===== src/rtl/rmj_pkg.sv =====
// shared types, widths and helpers for the radar measurement jacobian
// no dependencies; used by every module of the block
`default_nettype none

package rmj_pkg;

  localparam int WORD_WIDTH  = 32;
  localparam int FRAC_BITS   = 16;
  localparam int FLOOR_WIDTH = 17;
  localparam int FLOOR_RESET = 7;
  // input register, two multiply/sum stages, root cells, clamp stage,
  // four scaling stages, divider cells, output register
  localparam int LATENCY     = 2 * WORD_WIDTH + 9;

  typedef logic [WORD_WIDTH-1:0]   word_t;
  typedef logic [2*WORD_WIDTH-1:0] dword_t;
  typedef logic [3*WORD_WIDTH-1:0] tword_t;
  typedef logic [FLOOR_WIDTH-1:0]  floor_t;

  // one stage of the square root row, with the payload that rides along
  typedef struct packed {
    dword_t                rad;
    logic [WORD_WIDTH+1:0] rem;
    word_t                 root;
    word_t                 mpx;
    word_t                 mpy;
    logic                  spx;
    logic                  spy;
    dword_t                d;
    logic                  sd;
  } sqrt_stage_t;

  // one stage of the divider row: six quotients against three divisors
  typedef struct packed {
    logic [5:0]   neg;
    logic [5:0]   ovf;
    logic         clamped;
    word_t        den1;
    dword_t       den2;
    tword_t       den3;
    word_t [1:0]  rem1;
    dword_t [1:0] rem2;
    tword_t [1:0] rem3;
    word_t [5:0]  low;
    word_t [5:0]  quo;
  } div_stage_t;

  function automatic word_t mag_of(input word_t x);
    return x[WORD_WIDTH-1] ? word_t'((~x) + word_t'(1)) : x;
  endfunction

endpackage

`default_nettype wire


===== src/rtl/rmj_sqrt_cell.sv =====
// one cell of the square root row: resolves one root bit per cycle
// depends on rmj_pkg
`default_nettype none

module rmj_sqrt_cell import rmj_pkg::*; (
  input  wire         clk,
  input  wire         rst_n,
  input  wire         in_valid,
  input  sqrt_stage_t in_stage,
  output logic        out_valid,
  output sqrt_stage_t out_stage
);

  logic        valid_r;
  sqrt_stage_t stage_r;
  sqrt_stage_t stage_nxt;
  logic [WORD_WIDTH+1:0] rem_sh;
  logic [WORD_WIDTH+1:0] trial;
  logic                  ge;

  always_comb begin
    rem_sh    = {in_stage.rem[WORD_WIDTH-1:0], in_stage.rad[2*WORD_WIDTH-1 -: 2]};
    trial     = {in_stage.root, 2'b01};
    ge        = (rem_sh >= trial);
    stage_nxt = in_stage;
    stage_nxt.rad  = in_stage.rad << 2;
    stage_nxt.rem  = ge ? (rem_sh - trial) : rem_sh;
    stage_nxt.root = {in_stage.root[WORD_WIDTH-2:0], ge};
  end

  always_ff @(posedge clk) begin
    if (!rst_n) begin
      valid_r <= 1'b0;
    end else begin
      valid_r <= in_valid;
    end
  end

  always_ff @(posedge clk) begin
    stage_r <= stage_nxt;
  end

  assign out_valid = valid_r;
  assign out_stage = stage_r;

endmodule

`default_nettype wire


===== config.mk =====
export PLATFORM = sky130hd
export DESIGN_NAME = rmj_sqrt_cell
export DESIGN_NICKNAME = d
export VERILOG_FILES = /design/src/rtl/rmj_pkg.sv /design/src/rtl/rmj_sqrt_cell.sv
export SDC_FILE = /design/constraint.sdc
export NUM_CORES = 1
export LEC_CHECK = 0
export ABC_CLOCK_PERIOD_IN_PS = 2300
export BUFFER_PORTS_ARGS = -buffer_cell sky130_fd_sc_hd__buf_2
export CELL_PAD_IN_SITES_DETAIL_PLACEMENT = 1
export CELL_PAD_IN_SITES_GLOBAL_PLACEMENT = 2
export CORE_AREA = 2 2 206 208
export DETAILED_ROUTE_END_ITERATION = 10
export DIE_AREA = 0 0 208 210
export GPL_ROUTABILITY_DRIVEN = 0
export GPL_TIMING_DRIVEN = 0
export PLACE_DENSITY_LB_ADDON = 0.3
export SLEW_MARGIN = 20
export SYNTH_ARGS = -nofsm -noshare
export SYNTH_HDL_FRONTEND = slang
export SYNTH_SLANG_ARGS = --single-unit

===== constraint.sdc =====
create_clock -name clk -period 2.3 [get_ports clk]
set_clock_uncertainty 0.15 [all_clocks]
set_input_delay 0.115 -clock clk [delete_from_list [all_inputs] [get_ports clk]]
set_output_delay 0.115 -clock clk [all_outputs]
set_load 0.01 [all_outputs]

==> impl_metrics.csv <==
group,metric,value,unit
timing,fmaxAchievable,0.453,GHz
clock_network,cts_tree,"built",
logic_synthesis,async_reset_ff_frac,0,
global_route,met1_usage,0.218,
power,p_leak,7.23,nW
placed_design,dp_slack,-1.10,ns
timing,fin_crit,2.21,ns
floorplan,start_util,0.185,
power,power_frac_seq,0.386,
floorplan,core_area,41500,um^2
floorplan,pin_count,526,
power,ir_worst_vdd,0.418,mV
floorplan,row_count,75,
logic_synthesis,avgSynthCellArea,11.8,um^2
power,switching_share,0.265,
power,finalPower,12.7,mW
run_status,status,"finished with violations",
clock_network,clk_path_buf_depth,3,
logic_synthesis,synth-seq-cells,260,
routing,route.detailed.drc,0,
placed_design,place_area,11000,um^2
power,p_int,9.35,mW
global_route,grt_max_degree,13,
logic_synthesis,synth-edff-count,0,
timing,slew_viol_final,0,
global_route,grt_pass1_vias,8796,
timing,rsz0062_at_grt,"yes",
power,p_per_area,846,nW/um^2
worst_setup_path,worst_setup_path_end_kind,"flop",
power,p_clk_frac,0.444,
layout,layout.nets,1770,
logic_synthesis,netlist_instances,647,
timing,setup_tns,0,ns
timing,relSlewSlack,0.620,
logic_synthesis,yosys_warnings,0,
placed_design,hpwl,32.4,mm
global_route,busiest_layer,"met2",
hold_path,hp-class,"in -> reg",
worst_setup_path,cp.arrival,2.48,ns
routing,routed_wl,43.0,mm
timing,tightest_slew,0.556,ns
layout,area.growth.synth_to_final,96.2,%
clock_network,ctsHtreeMaxLevel,2,
timing,setup_violations,0,
floorplan,die_h,210,um
flow_run,maxCapViolCount,0,
logic_synthesis,synth.distinct_cells,60,
layout,drive_gt1_frac,0.428,
clock_network,clk_pin_slew,0.06,ns
global_route,grt_usage,0.192,
layout,fill_cells,4784,
routing,drtPass1Iterations,4,
clock_network,cts_sinks,260,
power,combPwrFrac,0.170,
logic_synthesis,netlist_area,7660,um^2
worst_setup_path,crit_fanout,7,
worst_setup_path,startpoint_type,"input port",
global_route,met3_usage,0.0586,
worst_setup_path,path_class,"in -> reg",
power,p_switching,3.37,mW
routing,viasPerCell,3.93,
clock_network,numCtsBuffers,35,
floorplan,dieArea,43700,um^2
logic_synthesis,synth_flop_cell,"dfxtp_1",
global_route,use_met2,0.333,
timing,period_share,0.959,
layout,postLayoutCellArea,15000,um^2
global_route,grt_overflow,0,
worst_setup_path,worstPathRequired,2.58,ns
global_route,antenna_found_initial,19,
global_route,grt_pass1_wl,61.0,mm
run_status,violations,"negative hold slack",
routing,drt_iter0_drc,255,
routing,drtAntennaViolNets,0,
logic_synthesis,seq_area_frac_synth,0.679,
timing,fin_ws,0.0945,ns
timing,hold_viol,9,
timing,finalHoldWorstSlack,-0.306,ns
placed_design,portBuffers,521,
floorplan,die_w,208,um
routing,vias,8009,
routing,post_drt_wl_per_cell,21.1,um
clock_network,clockRootBuffer,"clkbuf_16",
-- routing by layer --
layer | vias up | wire (um)
met5 | - | 123
met4 | 18 | 1760
met3 | 81 | 3100
met2 | 306 | 21300
met1 | 3752 | 16700
li1 | 3852 | -
-- worst paths after layout --
path,from,endpoint,slack [ns],depth (start not counted)
worst max-delay path,in_stage[134],out_stage[194]$_DFF_P_,0.09,11
worst min-delay path,in_stage[260],out_stage[164]$_DFF_P_,-0.31,3
-- synth_stat cells (6+ instances only) --
cell type / instances / area share
dfxtp_1: 260 / 0.68
nand2_1: 53 / 0.026
inv_1: 49 / 0.024
a21oi_1: 36 / 0.024
ha_1: 34 / 0.056
o21ai_0: 30 / 0.020
nor2_1: 21 / 0.010
o21ai_1: 16 / 0.010
xnor2_1: 14 / 0.016
xor2_1: 13 / 0.015
a21o_1: 11 / 0.011
nand3_1: 11 / 0.0072
nand4_1: 7 / 0.0057
clkbuf_1: 6 / 0.0029
o21bai_1: 6 / 0.0059
-- sequential cells by signal, summed over array words and instances, names as in the netlist --
signal     cells
out_stage    259
out_valid      1
-- layout make-up --
cell class | count | area, um^2 | area share
repair buffers | 792 | 5300 | 0.352
flip-flops and latches | 260 | 5200 | 0.346
multi-input cells | 324 | 2360 | 0.157
clock buffers | 46 | 1020 | 0.0676
well taps | 539 | 674 | 0.0448
clock inverters | 15 | 184 | 0.0122
inverters | 49 | 184 | 0.0122
plain buffers | 10 | 105 | 0.00699
diodes | 4 | 10.0 | 0.000666
-- cell usage in the layout, fill, tap and decap left out, drive strengths merged, types with 8 or more instances in the layout --
master,count
a21o,11
a21oi,37
buf,543
clkbuf,48
dfxtp,260
dlygate4sd3,257
ha,34
inv,52
nand2,53
nand3,11
nand4,8
nor2,21
o21ai,48
xnor2,14
xor2,13
-- critical path: stages --
cell and delay, ns:
buf_2 0.12, inv_1 0.07, ha_4 0.32, nand3_4 0.12, a211oi_4 0.30, o31ai_4 0.15, o31a_1 0.41, o21ai_4 0.31
o211ai_2 0.16, a21o_1 0.20, a31o_1 0.21
-- power by group through the flow --
stage               registers (mW)  logic (mW)  clock network, mW
global placement              5.00        1.69                  0
CTS                           4.91        2.10               5.85
finish                        4.91        2.16               5.64
global route                  4.94        2.34               6.02
detailed placement            5.00        1.69                  0
floorplan                     5.18       0.617                  0
-- timing repair --
action / 4_1_cts / 5_1_grt
buffers inserted: 7 / 7
hold endpoints to repair: 259 / 17
endpoints found under the setup margin: 34 / 33
pin swaps: 6 / 13
gates resized for setup: 9 / 34
hold buffers: 244 / 13
-- through the flow --
stage | util | instances
4_1_cts | 0.354 | 2019
2_1_floorplan | - | 648
6_report | 0.363 | 2039
3_5_place_dp | 0.264 | 1708
3_3_place_gp | 0.264 | 1708
5_1_grt | 0.362 | 2035
-- cell families (layout without fill, tap and decap cells) --
group	after synthesis	after routing	synth area share
XOR/XNOR	27	27	0.0309
AND/OR/NAND/NOR	117	117	0.0735
flip-flops	260	260	0.679
buffers and inverters	64	912	0.0369
AO/OA/AOI/OAI	144	144	0.124
adder cells (fa/ha/maj)	34	34	0.0555
other	1	6	0.000489
(Power assumes the default switching activity.)
