File: src/rtl/rmj_pkg.sv
// shared types, widths and helpers for the radar measurement jacobian
// no dependencies; used by every module of the block
`default_nettype none

package rmj_pkg;

  localparam int WORD_WIDTH  = 32;
  localparam int FRAC_BITS   = 16;
  localparam int FLOOR_WIDTH = 17;
  localparam int FLOOR_RESET = 7;
  // input register, two multiply/sum stages, root cells, clamp stage,
  // four scaling stages, divider cells, output register
  localparam int LATENCY     = 2 * WORD_WIDTH + 9;

  typedef logic [WORD_WIDTH-1:0]   word_t;
  typedef logic [2*WORD_WIDTH-1:0] dword_t;
  typedef logic [3*WORD_WIDTH-1:0] tword_t;
  typedef logic [FLOOR_WIDTH-1:0]  floor_t;

  // one stage of the square root row, with the payload that rides along
  typedef struct packed {
    dword_t                rad;
    logic [WORD_WIDTH+1:0] rem;
    word_t                 root;
    word_t                 mpx;
    word_t                 mpy;
    logic                  spx;
    logic                  spy;
    dword_t                d;
    logic                  sd;
  } sqrt_stage_t;

  // one stage of the divider row: six quotients against three divisors
  typedef struct packed {
    logic [5:0]   neg;
    logic [5:0]   ovf;
    logic         clamped;
    word_t        den1;
    dword_t       den2;
    tword_t       den3;
    word_t [1:0]  rem1;
    dword_t [1:0] rem2;
    tword_t [1:0] rem3;
    word_t [5:0]  low;
    word_t [5:0]  quo;
  } div_stage_t;

  function automatic word_t mag_of(input word_t x);
    return x[WORD_WIDTH-1] ? word_t'((~x) + word_t'(1)) : x;
  endfunction

endpackage

`default_nettype wire

File: src/rtl/rmj_div_cell.sv
// one cell of the divider row: one quotient bit of all six partials per cycle
// depends on rmj_pkg
`default_nettype none

module rmj_div_cell import rmj_pkg::*; (
  input  wire        clk,
  input  wire        rst_n,
  input  wire        in_valid,
  input  div_stage_t in_stage,
  output logic       out_valid,
  output div_stage_t out_stage
);

  logic       valid_r;
  div_stage_t stage_r;
  div_stage_t stage_nxt;

  always_comb begin : step
    logic [WORD_WIDTH:0]   a1, f1;
    logic [2*WORD_WIDTH:0] a2, f2;
    logic [3*WORD_WIDTH:0] a3, f3;
    logic [5:0]            qb;
    stage_nxt = in_stage;
    qb = '0;
    for (int i = 0; i < 2; i++) begin
      a1 = {in_stage.rem1[i], in_stage.low[i][WORD_WIDTH-1]};
      f1 = a1 - {1'b0, in_stage.den1};
      qb[i] = (a1 >= {1'b0, in_stage.den1});
      stage_nxt.rem1[i] = qb[i] ? f1[WORD_WIDTH-1:0] : a1[WORD_WIDTH-1:0];

      a2 = {in_stage.rem2[i], in_stage.low[i+2][WORD_WIDTH-1]};
      f2 = a2 - {1'b0, in_stage.den2};
      qb[i+2] = (a2 >= {1'b0, in_stage.den2});
      stage_nxt.rem2[i] = qb[i+2] ? f2[2*WORD_WIDTH-1:0] : a2[2*WORD_WIDTH-1:0];

      a3 = {in_stage.rem3[i], in_stage.low[i+4][WORD_WIDTH-1]};
      f3 = a3 - {1'b0, in_stage.den3};
      qb[i+4] = (a3 >= {1'b0, in_stage.den3});
      stage_nxt.rem3[i] = qb[i+4] ? f3[3*WORD_WIDTH-1:0] : a3[3*WORD_WIDTH-1:0];
    end
    for (int k = 0; k < 6; k++) begin
      stage_nxt.low[k] = in_stage.low[k] << 1;
      stage_nxt.quo[k] = {in_stage.quo[k][WORD_WIDTH-2:0], qb[k]};
    end
  end

  always_ff @(posedge clk) begin
    if (!rst_n) begin
      valid_r <= 1'b0;
    end else begin
      valid_r <= in_valid;
    end
  end

  always_ff @(posedge clk) begin
    stage_r <= stage_nxt;
  end

  assign out_valid = valid_r;
  assign out_stage = stage_r;

endmodule

`default_nettype wire

File: config.mk
export PLATFORM = sky130hd
export DESIGN_NAME = rmj_div_cell
export DESIGN_NICKNAME = d
export VERILOG_FILES = /design/src/rtl/rmj_pkg.sv /design/src/rtl/rmj_div_cell.sv
export SDC_FILE = /design/constraint.sdc
export NUM_CORES = 2
export LEC_CHECK = 0
export ABC_AREA = 0
export BUFFER_PORTS_ARGS = -buffer_cell sky130_fd_sc_hd__buf_2
export CAP_MARGIN = 20
export CORE_AREA = 2 2 760 762
export DETAILED_ROUTE_END_ITERATION = 10
export DIE_AREA = 0 0 762 764
export HOLD_SLACK_MARGIN = 0.03
export PLACE_DENSITY = 0.3
export RECOVER_POWER = 50
export SLEW_MARGIN = 20
export SYNTH_ARGS = -nofsm -noshare
export SYNTH_HDL_FRONTEND = slang
export SYNTH_SLANG_ARGS = --single-unit
File: constraint.sdc
create_clock -name clk -period 5.09 [get_ports clk]
set_input_delay 1.018 -clock clk [delete_from_list [all_inputs] [get_ports clk]]
set_output_delay 1.018 -clock clk [all_outputs]
set_load 0.01 [all_outputs]
==> run_results.csv <==
group,metric,value,unit
yosys,ys_seq_elements,968,
floorplan,dieHeight,764,microns
run,max-cap-violations,0,
placement,pre_cts_ws,-0.501,ns
route,drt-initial-drc-count,2712,
sta,worstMarginPinSlew,1.04,ns
cts,htree_levels,4,
placement,numPortBuffers,1937,
cts,cts_made_buffers,152,
sta,min_period,4.99,ns
worst_setup_path,end_kind,"flip-flop",
sta,slew_violations,0,
route,vias,50800,
sta,rsz0062_at_grt,"false",
yosys,ys_seq_area_frac,0.415,
grt,antenna_found_initial,326,
worst_setup_path,path_max_fanout,13,
finish,synthToLayoutAreaGrowth,63.2,%
sta,fin_crit_sh,0.981,
sta,fmax,0.200,GHz
worst_setup_path,crit_type,"in2reg",
worst_setup_path,arrival,5.72,ns
finish,nFillCells,66600,
floorplan,io_pins,1950,
power,p_per_area,376,mW/mm^2
sta,relSlewSlack,0.305,
cts,postCtsHoldBufs,0,
finish,finalNetCount,9134,
finish,fin_util,0.133,
route,postRouteAntennaNets,0,
finish,drive_gt1_frac,0.324,
cts,cts_tree,"done",
cts,cts_resized,0,
finish,mostFrequentLayoutCells,"1379 x buf_2, 968 x dfxtp_1, 749 x buf_4",
route,avgRoutedWirePerCell,30.4,microns
route,routed_wl,474000,microns
grt,grt_max_degree,30,
worst_setup_path,critPathLaunchType,"input port",
yosys,ys_warn_count,0,
grt,grt_first_pass_wirelength,580000,microns
yosys,synth_edf_count,0,
yosys,synth_area,0.0468,sq mm
worst_setup_path,cp_data_required_time,5.82,ns
floorplan,dieArea,0.582,sq mm
yosys,avgSynthCellArea,9.24,sq um
outcome,status,"complete, no violations",
power,leakagePower,33.3,nW
sta,hold_viol_final,0,
finish,layout_commonest_cell,"buf_2",
floorplan,core,0.575,sq mm
cts,path_clk_slew,0.07,ns
placement,place.gp.congestion,0.955,
grt,grt-ovfl-total,0,
placement,dp_hpwl,427000,microns
route,viasPerCell,3.26,
cts,ctsLongestPathBuffers,4,
sta,setup_viol,0,
yosys,synth_cells,5060,
grt,grt_use_total,0.155,
route,drc_errors,0,
cts,cts_setup_buffers,0,
floorplan,start_util,0.0813,
route,drtPass1Iterations,7,
power,vdd_drop_max,0.269,mV
min_path,min_path_type,"in2reg",
yosys,yosys.cell_types.count,89,
yosys,synthArstFlopShare,0,
cts,clock-sinks,968,
floorplan,die_width,762,microns
yosys,synth-main-ff-cell,"dfxtp_1",
floorplan,rows,279,
sta,worst_slack,0.0978,ns
cts,cts_root_buffer,"clkbuf_16",
grt,grt_pass1_vias,52100,
[worst max-delay path: stages]
cell	delay [ns]
buf_2	0.07
clkbuf_1	0.73
inv_1	0.16
ha_1	0.37
a21oi_2	0.16
o21ai_1	0.10
a221o_1	0.36
a21oi_2	0.16
o211ai_1	0.13
a32o_1	0.28
a21o_1	0.21
a31oi_4	0.23
o21ai_1	0.15
a311o_1	0.39
a221oi_4	0.37
buf_4	0.24
buf_12	0.17
mux2_1	0.34
[area by class of cell]
class | count | area (sq um) | share of cell area
diodes | 101 | 253 | 0.00331
clock buffers | 201 | 4280 | 0.0561
clock inverters | 69 | 966 | 0.0127
inverters | 318 | 1200 | 0.0157
multi-input cells | 3562 | 25200 | 0.331
flip-flops and latches | 968 | 19400 | 0.254
well taps | 7587 | 9490 | 0.124
repair buffers | 2766 | 15500 | 0.203
[metal layers]
layer / part of all wire / GRT usage
met1: 0.30 / 0.134
met2: 0.54 / 0.304
met3: 0.080 / 0.0549
met4: 0.072 / 0.0903
met5: 0.0028 / 0
[registers in the layout, summed over array words and instances, names as in the netlist]
name	cells
out_valid	1
out_stage	967
[synth_stat cells (10+ instances only)]
| library cell | n | share of area |
|---|---|---|
| a21boi_0 | 18 | 0.0029 |
| o21a_1 | 40 | 0.0064 |
| a21o_1 | 206 | 0.033 |
| mux2_2 | 96 | 0.023 |
| mux2i_1 | 16 | 0.0034 |
| o31a_1 | 11 | 0.0021 |
| nor3_1 | 61 | 0.0065 |
| dfxtp_1 | 968 | 0.41 |
| o21ai_0 | 322 | 0.034 |
| nor2_1 | 244 | 0.020 |
| o31ai_1 | 29 | 0.0047 |
| buf_2 | 19 | 0.0020 |
| and2_1 | 24 | 0.0032 |
| a41oi_1 | 10 | 0.0019 |
| a31o_2 | 12 | 0.0022 |
| nor4_1 | 25 | 0.0033 |
| a211oi_1 | 23 | 0.0037 |
| mux2_1 | 140 | 0.034 |
| buf_4 | 11 | 0.0018 |
| and3_1 | 42 | 0.0056 |
| nand4_1 | 136 | 0.018 |
| xnor2_1 | 208 | 0.039 |
| nor2b_1 | 57 | 0.0076 |
| buf_6 | 13 | 0.0031 |
| ha_1 | 384 | 0.10 |
| nand2b_1 | 45 | 0.0060 |
| o21bai_1 | 74 | 0.012 |
| inv_1 | 317 | 0.025 |
| xor2_1 | 139 | 0.026 |
| nand2_1 | 375 | 0.030 |
| or3_1 | 17 | 0.0023 |
| o211ai_1 | 21 | 0.0034 |
| nand3_1 | 102 | 0.011 |
| o21ai_1 | 17 | 0.0018 |
| a211o_1 | 14 | 0.0026 |
| a31oi_1 | 47 | 0.0063 |
| a221o_1 | 11 | 0.0024 |
| a21oi_1 | 446 | 0.048 |
| clkbuf_1 | 173 | 0.014 |
[cell families after synthesis]
family | after synthesis | synth area share
AOI/OAI and AO/OA | 1397 | 0.187
and+or+nand+nor | 1170 | 0.121
DFF | 968 | 0.415
buffers and inverters | 535 | 0.0468
adders and majority gates | 390 | 0.105
xor gates and xnor gates | 347 | 0.0650
muxes | 252 | 0.0603
other | 1 | 0.0000802
[power breakdown]
part	switching (mW)	internal [mW]	total, mW
clock network	4.73	6.78	11.5
logic	5.13	3.03	8.16
registers	0.545	8.51	9.05
[metrics by stage]
step / hold slack (ns) / instance area (sq um) / power, mW / cells / TNS (ns)
floorplan: 1.05 / 46800 / 12.4 / 5065 / 0
global placement: 1.12 / 71800 / 17.9 / 15200 / -68.25
detailed placement: 1.12 / 71800 / 17.8 / 15200 / -73.81
CTS: 0.0806 / 77000 / 29.8 / 15500 / 0
global route: 0.128 / 76100 / 30.2 / 15500 / 0
finish: 0.210 / 76300 / 28.7 / 15600 / 0
[final timing paths]
kind / startpoint / end / slack, ns / cells past startpoint
worst max-delay path: in_stage[892] / out_stage[642] / 0.1 / 18
worst min-delay path: in_stage[32] / out_stage[33] / 0.21 / 1
No activity file was read; power rests on OpenSTA's default activity.
